### src/sv/tdet_pkg.sv
package tdet_pkg;

  // Number of request slots and the most expiries freed on one tick.
  localparam int SLOTS       = 16;
  localparam int MAX_RESULTS = 16;

  localparam int IDX_W = (SLOTS > 1) ? $clog2(SLOTS) : 1;
  localparam int CNT_W = $clog2(MAX_RESULTS + 1);

  localparam logic [19:0] US_MAX   = 20'd999999;
  localparam logic [20:0] US_PER_S = 21'd1000000;

  // Function codes carried on the input tuser.
  localparam logic [1:0] FUNC_TICK = 2'd0;
  localparam logic [1:0] FUNC_POST = 2'd1;
  localparam logic [1:0] FUNC_SET  = 2'd2;

  // Result status codes carried on the output tuser.
  localparam logic [1:0] ST_EXPIRED  = 2'd0;
  localparam logic [1:0] ST_ACCEPTED = 2'd1;
  localparam logic [1:0] ST_FULL     = 2'd2;

  // Configuration register indexes.
  localparam logic CFG_TICK_S  = 1'b0;
  localparam logic CFG_TICK_US = 1'b1;

  typedef struct packed {
    logic [7:0]  tag;
    logic        kind;
    logic [31:0] sec;
    logic [19:0] usec;
  } slot_t;

  typedef struct packed {
    logic [31:0] sec;
    logic [19:0] usec;
  } clock_t;

  // Controller to datapath.
  typedef struct packed {
    logic start;     // tick accepted: advance clocks, begin scan at slot 0
    logic post;      // post request accepted
    logic set_wall;  // set wall clock accepted
    logic check;     // evaluate the slot under the scan index
    logic step;      // move the scan index to the next slot
    logic flush;     // hand over the held expiry as the final result
  } cmd_t;

  // Datapath to controller.
  typedef struct packed {
    logic hit;
    logic held_valid;
    logic out_free;
    logic idx_last;
  } stat_t;

  function automatic clock_t advance(clock_t c, logic [3:0] ts, logic [19:0] tus);
    logic [20:0] u;
    logic [31:0] s;
    clock_t      r;
    u = {1'b0, c.usec} + {1'b0, tus};
    s = c.sec + {28'd0, ts};
    if (u > {1'b0, US_MAX}) begin
      s = s + 32'd1;
      u = u - US_PER_S;
      if (u > {1'b0, US_MAX}) begin
        u = {1'b0, US_MAX};
      end
    end
    r.sec  = s;
    r.usec = u[19:0];
    return r;
  endfunction

  function automatic logic earlier(logic [31:0] ds, logic [19:0] du, clock_t c);
    return (ds < c.sec) || ((ds == c.sec) && (du < c.usec));
  endfunction

endpackage

### src/sv/tdet_ram.sv
module tdet_ram #(
  parameter int WIDTH = 8,
  parameter int DEPTH = 16
) (
  input  logic                                   clk,
  input  logic                                   we,
  input  logic [((DEPTH > 1) ? $clog2(DEPTH) : 1)-1:0] waddr,
  input  logic [WIDTH-1:0]                       wdata,
  input  logic [((DEPTH > 1) ? $clog2(DEPTH) : 1)-1:0] raddr,
  output logic [WIDTH-1:0]                       rdata
);

  logic [WIDTH-1:0] mem [DEPTH];

  always_ff @(posedge clk) begin
    if (we) begin
      mem[waddr] <= wdata;
    end
    rdata <= mem[raddr];
  end

endmodule

### src/sv/tdet_ctrl.sv
module tdet_ctrl
  import tdet_pkg::*;
(
  input  logic       clk,
  input  logic       rst,
  input  logic       in_valid,
  input  logic [1:0] func,
  output logic       in_ready,
  input  stat_t      st,
  output cmd_t       cmd
);

  typedef enum logic [1:0] {
    IDLE,
    SCAN,
    FLUSH
  } state_t;

  state_t state;
  logic   accept;
  logic   stall;

  assign in_ready = (state == IDLE) && st.out_free;
  assign accept   = in_valid && in_ready;

  // A second expiry cannot be taken while the held one has nowhere to go.
  assign stall = st.hit && st.held_valid && !st.out_free;

  always_comb begin
    cmd          = '0;
    cmd.start    = accept && (func == FUNC_TICK);
    cmd.post     = accept && (func == FUNC_POST);
    cmd.set_wall = accept && (func == FUNC_SET);
    cmd.check    = (state == SCAN) && !stall;
    cmd.step     = (state == SCAN) && !stall && !st.idx_last;
    cmd.flush    = (state == FLUSH) && st.held_valid && st.out_free;
  end

  always_ff @(posedge clk) begin
    if (rst) begin
      state <= IDLE;
    end else begin
      case (state)
        IDLE: begin
          if (accept && (func == FUNC_TICK)) begin
            state <= SCAN;
          end
        end
        SCAN: begin
          if (!stall && st.idx_last) begin
            state <= FLUSH;
          end
        end
        FLUSH: begin
          if (!st.held_valid || st.out_free) begin
            state <= IDLE;
          end
        end
        default: state <= IDLE;
      endcase
    end
  end

endmodule

### src/sv/tdet_dp.sv
module tdet_dp
  import tdet_pkg::*;
(
  input  logic        clk,
  input  logic        rst,
  input  cmd_t        cmd,
  output stat_t       st,
  input  logic [63:0] in_data,
  input  logic        cfg_wr,
  input  logic        cfg_idx,
  input  logic [19:0] cfg_val,
  output logic        out_valid,
  input  logic        out_ready,
  output logic [1:0]  out_status,
  output logic [7:0]  out_tag,
  output logic        out_last
);

  logic [3:0]       tick_s;
  logic [19:0]      tick_us;
  clock_t           wall;
  clock_t           elapsed;
  logic [SLOTS-1:0] slot_valid;
  logic [IDX_W-1:0] idx;
  logic [CNT_W-1:0] count;
  logic             held_valid;
  logic [7:0]       held_tag;

  slot_t            req;
  slot_t            rd;
  logic [IDX_W-1:0] raddr;
  logic [IDX_W-1:0] free_idx;
  logic             free_found;
  logic             due;
  logic             out_free;
  logic             hit;

  assign req.tag  = in_data[7:0];
  assign req.kind = in_data[8];
  assign req.sec  = in_data[40:9];
  assign req.usec = in_data[60:41];

  // Lowest free slot for a post.
  always_comb begin
    free_idx   = '0;
    free_found = 1'b0;
    for (int i = 0; i < SLOTS; i++) begin
      if (!slot_valid[i] && !free_found) begin
        free_idx   = IDX_W'(i);
        free_found = 1'b1;
      end
    end
  end

  always_comb begin
    if (cmd.start) begin
      raddr = '0;
    end else if (cmd.step) begin
      raddr = idx + IDX_W'(1);
    end else begin
      raddr = idx;
    end
  end

  tdet_ram #(
    .WIDTH ($bits(slot_t)),
    .DEPTH (SLOTS)
  ) u_slots (
    .clk   (clk),
    .we    (cmd.post && free_found),
    .waddr (free_idx),
    .wdata (req),
    .raddr (raddr),
    .rdata (rd)
  );

  assign due = rd.kind ? earlier(rd.sec, rd.usec, wall) : earlier(rd.sec, rd.usec, elapsed);
  assign hit = slot_valid[idx] && due && (count < CNT_W'(MAX_RESULTS));
  assign out_free = !out_valid || out_ready;

  assign st.hit        = hit;
  assign st.held_valid = held_valid;
  assign st.out_free   = out_free;
  assign st.idx_last   = (idx == IDX_W'(SLOTS - 1));

  always_ff @(posedge clk) begin
    if (rst) begin
      tick_s     <= 4'd0;
      tick_us    <= 20'd20000;
      wall       <= '0;
      elapsed    <= '0;
      slot_valid <= '0;
      held_valid <= 1'b0;
      out_valid  <= 1'b0;
    end else begin
      if (cfg_wr) begin
        case (cfg_idx)
          CFG_TICK_S:  tick_s  <= cfg_val[3:0];
          CFG_TICK_US: tick_us <= cfg_val;
          default: ;
        endcase
      end
      if (cmd.start) begin
        wall    <= advance(wall, tick_s, tick_us);
        elapsed <= advance(elapsed, tick_s, tick_us);
      end
      if (cmd.set_wall) begin
        wall.sec  <= req.sec;
        wall.usec <= req.usec;
      end
      if (cmd.post && free_found) begin
        slot_valid[free_idx] <= 1'b1;
      end
      if (out_ready) begin
        out_valid <= 1'b0;
      end
      if (cmd.post) begin
        out_valid <= 1'b1;
      end
      if (cmd.check && hit) begin
        slot_valid[idx] <= 1'b0;
        held_valid      <= 1'b1;
        if (held_valid) begin
          out_valid <= 1'b1;
        end
      end
      if (cmd.flush) begin
        held_valid <= 1'b0;
        out_valid  <= 1'b1;
      end
    end
  end

  always_ff @(posedge clk) begin
    if (cmd.start) begin
      idx   <= '0;
      count <= '0;
    end else if (cmd.step) begin
      idx <= idx + IDX_W'(1);
    end
    if (cmd.check && hit) begin
      count    <= count + CNT_W'(1);
      held_tag <= rd.tag;
    end
    if (cmd.post) begin
      out_status <= free_found ? ST_ACCEPTED : ST_FULL;
      out_tag    <= req.tag;
      out_last   <= 1'b1;
    end else if (cmd.check && hit && held_valid) begin
      out_status <= ST_EXPIRED;
      out_tag    <= held_tag;
      out_last   <= 1'b0;
    end else if (cmd.flush) begin
      out_status <= ST_EXPIRED;
      out_tag    <= held_tag;
      out_last   <= 1'b1;
    end
  end

endmodule

### src/sv/timer_deadline_expiry_table_core.sv
// Timer deadline table. The block keeps a wall clock and an elapsed clock, each
// as 32-bit seconds plus microseconds, and a table of SLOTS pending requests.
// A tick (func 0) adds the configured period to both clocks, then walks the
// table one slot per clock cycle, pausing while an expiry is held and the
// output cannot take the next, reading the slot memory at the scan index,
// and frees and reports every request whose deadline is strictly earlier than
// its clock (delays against the elapsed clock, alarms against the wall clock)
// in ascending slot order; the final report carries tlast. A tick is
// accepted, scans every slot, then closes by flushing the held expiry.
// A post (func 1) answers with one result: accepted, or full when no slot is
// free; a set-time (func 2) loads the wall clock. A new request is taken only
// while the block is idle and the output register is free or being emptied.
// Configuration registers should be written only while the block is idle.
module timer_deadline_expiry_table_core
  import tdet_pkg::*;
(
  input  logic        clk,
  input  logic        rst,
  // Request input.
  input  logic        s_tvalid,
  output logic        s_tready,
  // tdata from bit 0: request_tag[7:0], request_kind, time_seconds[31:0],
  // time_microseconds[19:0], zero fill to 64 bits.
  input  logic [63:0] s_tdata,
  // tuser: func[1:0].
  input  logic [1:0]  s_tuser,
  // Result output.
  output logic        m_tvalid,
  input  logic        m_tready,
  // tdata: tag_out[7:0].
  output logic [7:0]  m_tdata,
  // tuser: status[1:0].
  output logic [1:0]  m_tuser,
  output logic        m_tlast,
  // Configuration writes: index 0 tick_seconds, index 1 tick_microseconds.
  input  logic        cfg_valid,
  output logic        cfg_ready,
  input  logic        cfg_index,
  input  logic [19:0] cfg_data
);

  cmd_t  cmd;
  stat_t st;

  // Configuration writes are always taken.
  assign cfg_ready = 1'b1;

  tdet_ctrl u_ctrl (
    .clk      (clk),
    .rst      (rst),
    .in_valid (s_tvalid),
    .func     (s_tuser),
    .in_ready (s_tready),
    .st       (st),
    .cmd      (cmd)
  );

  tdet_dp u_dp (
    .clk        (clk),
    .rst        (rst),
    .cmd        (cmd),
    .st         (st),
    .in_data    (s_tdata),
    .cfg_wr     (cfg_valid && cfg_ready),
    .cfg_idx    (cfg_index),
    .cfg_val    (cfg_data),
    .out_valid  (m_tvalid),
    .out_ready  (m_tready),
    .out_status (m_tuser),
    .out_tag    (m_tdata),
    .out_last   (m_tlast)
  );

endmodule
### config.mk
export PLATFORM = sky130hd
export DESIGN_NAME = timer_deadline_expiry_table_core
export DESIGN_NICKNAME = d
export VERILOG_FILES = /design/src/sv/tdet_pkg.sv /design/src/sv/tdet_ram.sv /design/src/sv/tdet_ctrl.sv /design/src/sv/tdet_dp.sv /design/src/sv/timer_deadline_expiry_table_core.sv
export SDC_FILE = /design/constraint.sdc
export NUM_CORES = 2
export LEC_CHECK = 0
export BUFFER_PORTS_ARGS = -buffer_cell sky130_fd_sc_hd__clkbuf_2
export CAP_MARGIN = 0
export CORE_MARGIN = 2
export CORE_UTILIZATION = 30
export DETAILED_ROUTE_END_ITERATION = 8
export PLACE_DENSITY = 0.54
export SETUP_SLACK_MARGIN = 0.3
export SLEW_MARGIN = 20
export SYNTH_ARGS = -nofsm -noshare
export SYNTH_HDL_FRONTEND = slang
export SYNTH_SLANG_ARGS = --single-unit
### constraint.sdc
create_clock -name clk -period 5.4 [get_ports clk]
set_input_delay 0.54 -clock clk [delete_from_list [all_inputs] [get_ports clk]]
set_output_delay 0.54 -clock clk [all_outputs]
set_load 0.02 [all_outputs]
# [Yosys cells after proc, flatten, opt, wreduce, memory -nomap -nowiden]
# Memory sizes are Yosys's and may differ from the RTL's. A register that Yosys moved wholly into a read port is not among the register bits.
# Index checks and enable logic that the tools add are counted.
[word_totals] ff_bits=176 latchBits=0 ram_bits=976 mem_bits_ro=0 inputBits=92 elab_cells=211 mem_count=1
[op_classes] addsub=10 n_mul=0 div_mod_pow=0 magnitude_cmp=13 eq_ne=10 n_shift=0 muxes=73 bitwise=4 reduce_logical=84
[mem_list] memory="u_dp.u_slots.mem" words=16 width=61 rd=1 rd_ports_with_merged_regs=1 write_ports=1 line_no="tdet_ram.sv:13" text="logic [WIDTH-1:0] mem [DEPTH];"
[op_table] operator="52-bit two-way mux" count=2
[op_table] operator="21-bit by 20-bit > comparator with 1-bit output, second input constant" count=4
[op_table] operator="20-bit two-way mux" count=4
[op_table] operator="32-bit by 1-bit adder with 32-bit output, second input constant" count=2
[op_table] operator="32-bit by 4-bit adder with 32-bit output" count=2
[op_table] operator="32-bit == test" count=2
[op_table] operator="32-bit < comparator" count=2
[op_table] operator="32-bit two-way mux" count=2
[op_table] operator="16-bit two-way mux" count=3
[op_table] operator="20-bit by 20-bit adder with 21-bit output" count=2
[op_table] operator="21-bit by 20-bit subtractor with 21-bit output, second input constant" count=2
[op_table] operator="20-bit < comparator" count=2
[op_table] operator="4-bit two-way mux" count=10
[op_table] operator="1-bit logical AND" count=36
[op_table] operator="1-bit zero test" count=34
[op_table] operator="1-bit two-way mux" count=30
[op_table] operator="8-bit two-way mux" count=3
[op_table] operator="2-bit two-way mux" count=9
[op_table] operator="16-bit bitwise AND" count=1
[op_table] operator="16-bit NOT" count=1
[op_table] operator="16-bit bitwise OR" count=1
[op_table] operator="3-bit two-way mux" count=4
[op_table] operator="4-bit by 5-bit < comparator with 1-bit output, second input constant" count=2
[op_table] operator="5-bit two-way mux" count=2
[op_table] operator="other kinds (19)" count=32

# [Depth between registers and ports, before layout]
[depth] depth_word=54 ltp_mapped=19 mapped_depth_nobuf=18

# [Hierarchy]
# From an unflattened synthesis, not the netlist that was laid out.
[unflattened] cells_unflattened=3704 area_unflattened_um2=54304.6
[by_module_without_submodules] module="tdet_ram" instances=1 cells_per_inst=1572 area_each_um2=37761.2
[by_module_without_submodules] module="tdet_dp" instances=1 cells_per_inst=2111 area_each_um2=16365.7
[by_module_without_submodules] module="tdet_ctrl" instances=1 cells_per_inst=19 area_each_um2=166.4
[by_module_without_submodules] module="timer_deadline_expiry_table_core" instances=1 cells_per_inst=2 area_each_um2=11.3

# [Least setup slack after synthesis]
# OpenSTA, ideal clock, no wires.
[synth_timing] path_kind="input port to flip-flop" startpoint="in m_tready" endpoint="reg u_dp.slot_valid[9]" arrival_time_ps=4917 setup_slack_ps=400 cell_stages=9 path_cell_list="nor2b_1 nor3_1 nand4_1 a21oi_1 nor2b_1 nand2_1 nor2_1 o21ai_0 a31oi_1"
[synth_between] elab_chain_len=9 elab_cells_between_ends=14
[synth_rtl] element="start, declared" line_no="timer_deadline_expiry_table_core.sv:29" text="input logic m_tready,"
[synth_rtl] element="1-bit logical OR (*)" line_no="tdet_dp.sv:79" text="assign out_free = !out_valid || out_ready;"
[synth_rtl] element="1-bit logical AND (*)" line_no="tdet_ctrl.sv:23" text="assign in_ready = (state == IDLE) && st.out_free;"
[synth_rtl] element="via s_tready" line_no="timer_deadline_expiry_table_core.sv:21" text="output logic s_tready,"
[synth_rtl] element="1-bit logical AND (*)" line_no="tdet_ctrl.sv:24" text="assign accept = in_valid && in_ready;"
[synth_rtl] element="1-bit logical AND (*)" line_no="tdet_ctrl.sv:32" text="cmd.post = accept && (func == FUNC_POST);"
[synth_rtl] element="1-bit logical AND (*)" line_no="tdet_dp.sv:111" text="if (cmd.post && free_found) begin"
[synth_rtl] element="16-bit two-way mux (*)" line_no="tdet_dp.sv:111"
[synth_rtl] element="16-bit two-way mux (*)" line_no="tdet_dp.sv:87" text="if (rst) begin"
[synth_rtl] element="16-bit bitwise AND (no line)"
[synth_rtl] element="16-bit two-way mux (*)" line_no="tdet_dp.sv:120" text="if (cmd.check && hit) begin"
[synth_rtl] element="end signal, assigned" line_no="tdet_dp.sv:92" text="slot_valid <= '0;"
[synth_rtl] element="end signal, assigned by index" line_no="tdet_dp.sv:112" text="slot_valid[free_idx] <= 1'b1;"
[synth_rtl] element="end signal, assigned by index" line_no="tdet_dp.sv:121" text="slot_valid[idx] <= 1'b0;"
[synth_rtl] element="end, declared" line_no="tdet_dp.sv:23" text="logic [SLOTS-1:0] slot_valid;"
# The timed path passes the listed nets; every way through them passes the cells marked *. The select of a mux whose other input is x is not followed.
# A chain may end at the register's enable or synchronous reset.

# [Final worst setup path]
[layout_timing] startpoint="reg u_dp.tick_us[0]" endpoint="reg u_dp.wall[4] (netlist bit)"
[layout_between] elab_chain_len=7 elab_cells_between_ends=8
[layout_rtl] element="start, declared" line_no="tdet_dp.sv:20" text="logic [19:0] tick_us;"
[layout_rtl] element="start signal, assigned" line_no="tdet_dp.sv:99" text="CFG_TICK_US: tick_us <= cfg_val;"
[layout_rtl] element="20-bit by 20-bit adder with 21-bit output (*)" line_no="tdet_pkg.sv:61" text="u = {1'b0, c.usec} + {1'b0, tus};"
[layout_rtl] element="21-bit by 20-bit subtractor with 21-bit output" line_no="tdet_pkg.sv:65" text="u = u - US_PER_S;"
[layout_rtl] element="21-bit by 20-bit > comparator with 1-bit output" line_no="tdet_pkg.sv:66" text="if (u > {1'b0, US_MAX}) begin"
[layout_rtl] element="20-bit two-way mux" line_no="tdet_pkg.sv:66"
[layout_rtl] element="20-bit two-way mux (*)" line_no="tdet_pkg.sv:63" text="if (u > {1'b0, US_MAX}) begin"
[layout_rtl] element="52-bit two-way mux (*)" line_no="tdet_dp.sv:103" text="if (cmd.start) begin"
[layout_rtl] element="52-bit two-way mux (*)" line_no="tdet_dp.sv:107" text="if (cmd.set_wall) begin"
[layout_rtl] element="end signal, assigned" line_no="tdet_dp.sv:104" text="wall <= advance(wall, tick_s, tick_us);"
[layout_rtl] element="end, declared" line_no="tdet_dp.sv:21" text="clock_t wall;"
# Every way passes the cells marked *; elsewhere a longest branch is shown, timed or not. The select of a mux whose other input is x is not followed.

==> metrics.txt <==
Fin. Hold Viols=0; Filler cells=17687; WHS Path Cells=3; vias in the first global route=36887; Die ar.=184600 µm²; H-tree Lvls=4; final count of negative-setup-slack endpoints=0; crit path buf inv count=4; worst stage delay on the critical path=0.45 ns; row cnt=156; crit share post-route=90.01%; initial antenna violation count=10; Syn Area/Cell=11.73 µm²; HPWL Detailed=105.6 mm; post-route cell area=63210 µm²; DR vias=38077; VDD IR max=0.3054 mV; crit path max fanout=11; Layout area overhead=16.27%; Worst Skew=0.03568 ns; Post-Syn Area=54370 µm²; count of warnings emitted by yosys=0; max-cap viol count=0; Ports=106; DP Area=58390 µm²; Synth area leaders=edfxtp_1 55%, dfxtp_1 7.9%, nand2_1 5.5%; layout cells sized above 1=10.86%; max-slew violation count=0; Crit-path slowest cell=dfxtp_1; max_slew headroom=25.71%; core area=180400 µm²; Num CTS Buffers=135; Placed Cells incl. Taps=6962; Yosys reg bits=1213; WL final=166.1 mm; DR iter-0 viols=3581; Die Ht=429.7 µm; share of flip-flops with an asynchronous set or reset=0%; ANT nets after route=0; CP startpoint kind=register; Total GRT Usage=17.61%; crit-path leading delay family=compound AO/OA/AOI/OAI gates; clk sinks=1213; vias per cell=5.263; CTS tree=done; DR WL/cell=22.95 µm; Worst setup EP type=register; Clk Latency, worst-skew pair=0.77 ns; register area share after synthesis=63.06%; Syn Inst Count=4635; Root Driver=clkbuf_16; first-pass GRT wire length=246.2 mm; hold crit path type=in -> reg; fin crit period=4.861 ns; largest net degree at the start of global routing=80; CP Data Required Time=5.99 ns; RSZ-0062 raised after global routing=yes; Synth area leader=edfxtp_1; CTS Buffer Depth=3; TNS Setup=0 ns; leak pwr=21.41 nW; clk slew on worst S/H paths=0.06 ns; grt ovf=0; Unique masters post-synth=105; PwrDens=421.8 nW/µm²; First-pass DRT Iterations=6; Synth top area share=55.18%; Primary FF master, synth=edfxtp_1; die outline width=429.7 µm; critical path data arrival time=5.45 ns; crit path cell chain=ha_1 -> inv_1 -> fa_1 -> nand2b_1 -> a21bo_2 -> a21boi_0 -> nor2_2 -> inv_1 -> ha_1 -> a311oi_4 -> a211oi_4 -> nand3_1 -> nand3_2 -> xor2_1 -> buf_4 -> nor4_4 -> nor2_2 -> buf_4 -> a211oi_1 -> nor3_1; gpl congestion=0.9102; Fmax=205.7 MHz; status=completed; actual slew at the worst max-slew pin=1.112 ns; Remaining DRCs=0; Buffers on Ports=101; critical setup path kind=reg -> reg; Final Non-Filler Cells=7235; final net count=5005; Initial Util=30.14%; Worst path depth=20; EDFF count, synth=999; syn_nets=4892; Reg2Reg Depth=20
-- report_power, final --
part           switching, mW  total (mW)  internal, mW  leakage, nW
Combinational           4.12        6.31          2.19         8.47
Clock                   3.88        9.37          5.48         2.19
Sequential             0.537        11.0          10.4         10.8
Total                   8.54        26.7          18.1         21.4
-- routing by layer --
metal	wire, µm	vias up	share of wire, %	track usage [%]
li1	-	17687	-	-
met1	74460	19017	45	24.23
met2	77620	1128	47	28.50
met3	10020	233	6.0	3.046
met4	3872	12	2.3	4.872
met5	75	-	0.045	0
-- timing repair --
item / in CTS / in global routing
pin swaps: 1 / 2
endpoints found under the setup margin: 2 / 13
setup buffers: 4 / 2
hold endpoints to repair: 13 / 0
hold buffers: 13 / 0
resized for setup: 1 / 8
-- cells in the final DEF, fill, tap and decap left out, types with 19 or more instances in the layout --
cell / instances
inv_1: 133
o22ai_1: 95
dfxtp_1: 214
buf_12: 37
nor3_1: 88
nand4_1: 48
a31oi_1: 33
nor4_1: 19
xnor2_1: 95
a211oi_1: 32
o211ai_1: 46
nand3_1: 206
a21o_1: 32
nand2_1: 794
mux2i_1: 56
nor2_1: 167
clkbuf_2: 100
ha_1: 161
a21oi_1: 444
clkbuf_1: 51
a221o_1: 120
a221oi_1: 26
clkbuf_16: 135
buf_4: 95
edfxtp_1: 999
o21ai_0: 96
a22oi_1: 27
xor2_1: 27
or3_1: 28
and3_1: 33
-- layout make-up --
| class | count | area [µm²] | share of cell area, % |
|---|---|---|---|
| inverter | 136 | 523.0 | 0.8274 |
| antenna | 5 | 12.51 | 0.01979 |
| clock buffer | 203 | 3804 | 6.017 |
| tap | 2370 | 2965 | 4.691 |
| multi-input combinational | 3016 | 18760 | 29.68 |
| sequential | 1213 | 34280 | 54.23 |
| clock inverter | 46 | 768.2 | 1.215 |
| timing repair buffer | 246 | 2096 | 3.315 |
-- sequential cells by signal, indices dropped and copies added (netlist names), 2 cells and up --
signal	flops
u_dp.idx	4
u_dp.count	5
u_dp.tick_us	20
u_dp.slot_valid	16
u_dp.out_tag	8
u_dp.u_slots.mem	976
u_dp.tick_s	4
u_dp.elapsed	52
u_ctrl.state	2
u_dp.u_slots.rdata	61
u_dp.out_status	2
u_dp.wall	52
u_dp.held_tag	8
-- stage by stage --
step	worst slack, ns	hold WS [ns]	power, mW	util (%)
finish	0.5393	0.05102	26.67	35.05
floorplan	0.4001	0.3855	14.90	-
global route	0.2788	0.03513	27.89	35.04
detailed placement	0.2911	0.3887	17.44	32.37
CTS	0.3553	0.002026	26.87	35.01
global placement	0.3719	0.3920	17.39	32.37
-- final timing paths --
path	startpoint	end	slack (ns)
setup / recovery	u_dp.tick_us[0]$_SDFFE_PP0P_	u_dp.wall[4]$_SDFFE_PP0P_	0.54
setup reg to reg	u_dp.tick_us[0]$_SDFFE_PP0P_	u_dp.wall[4]$_SDFFE_PP0P_	0.54
hold reg to reg	u_dp.u_slots.rdata[60]$_DFF_P_	u_dp.held_tag[7]$_DFFE_PP_	0.40
hold / removal	cfg_data[8]	u_dp.tick_us[8]$_SDFFE_PP0P_	0.05
-- synth_stat cells, types with 9 or more instances --
cell        n
a31oi_1    34
xnor2_1    96
nor3_1     90
buf_2      56
nor4_1     19
nor2b_1    10
a21oi_1   445
inv_1     133
o22ai_1    95
a21o_1     32
a22oi_1    27
and3_1     33
and2_1     18
or3_1      28
ha_1      161
mux2i_1    56
o21ai_0    97
dfxtp_1   214
edfxtp_1  999
o31ai_1    10
a221oi_1   26
o21a_1     12
mux2_2     14
nand2b_1   12
a211oi_1   32
o21ai_1    18
o211ai_1   46
clkbuf_1  191
or4_1       9
a311oi_1   12
nor2_1    187
nand4_1    48
a221o_1   120
xor2_1     27
nand2_1   798
nand3_1   206
buf_1      20
and4_1     11
-- worst reg2reg max path, delay by kind of cell (launching register included) --
family	cells	cell delay [ns]
buffers and inverters	4	0.53
AO/OA/AOI/OAI	5	1.41
flip-flops	1	0.45
XOR/XNOR	1	0.07
adder cells (fa/ha/maj)	3	0.92
AND/OR/NAND/NOR	7	1.34
-- kinds of logic (layout without fill, tap and decap cells) --
family                   count (synthesis)  in the layout  synth area share [%]
AO/OA/AOI/OAI                         1145           1145                 14.22
other                                    1              6              0.006898
XOR/XNOR                               124            124                 2.011
buffers and inverters                  406            631                 2.953
AND/OR/NAND/NOR                       1506           1506                 12.37
flip-flops                            1213           1213                 63.06
adder cells (fa/ha/maj)                165            165                 3.853
multiplexers                            75             75                 1.528
Note: power is estimated with default switching activity, not from simulation.
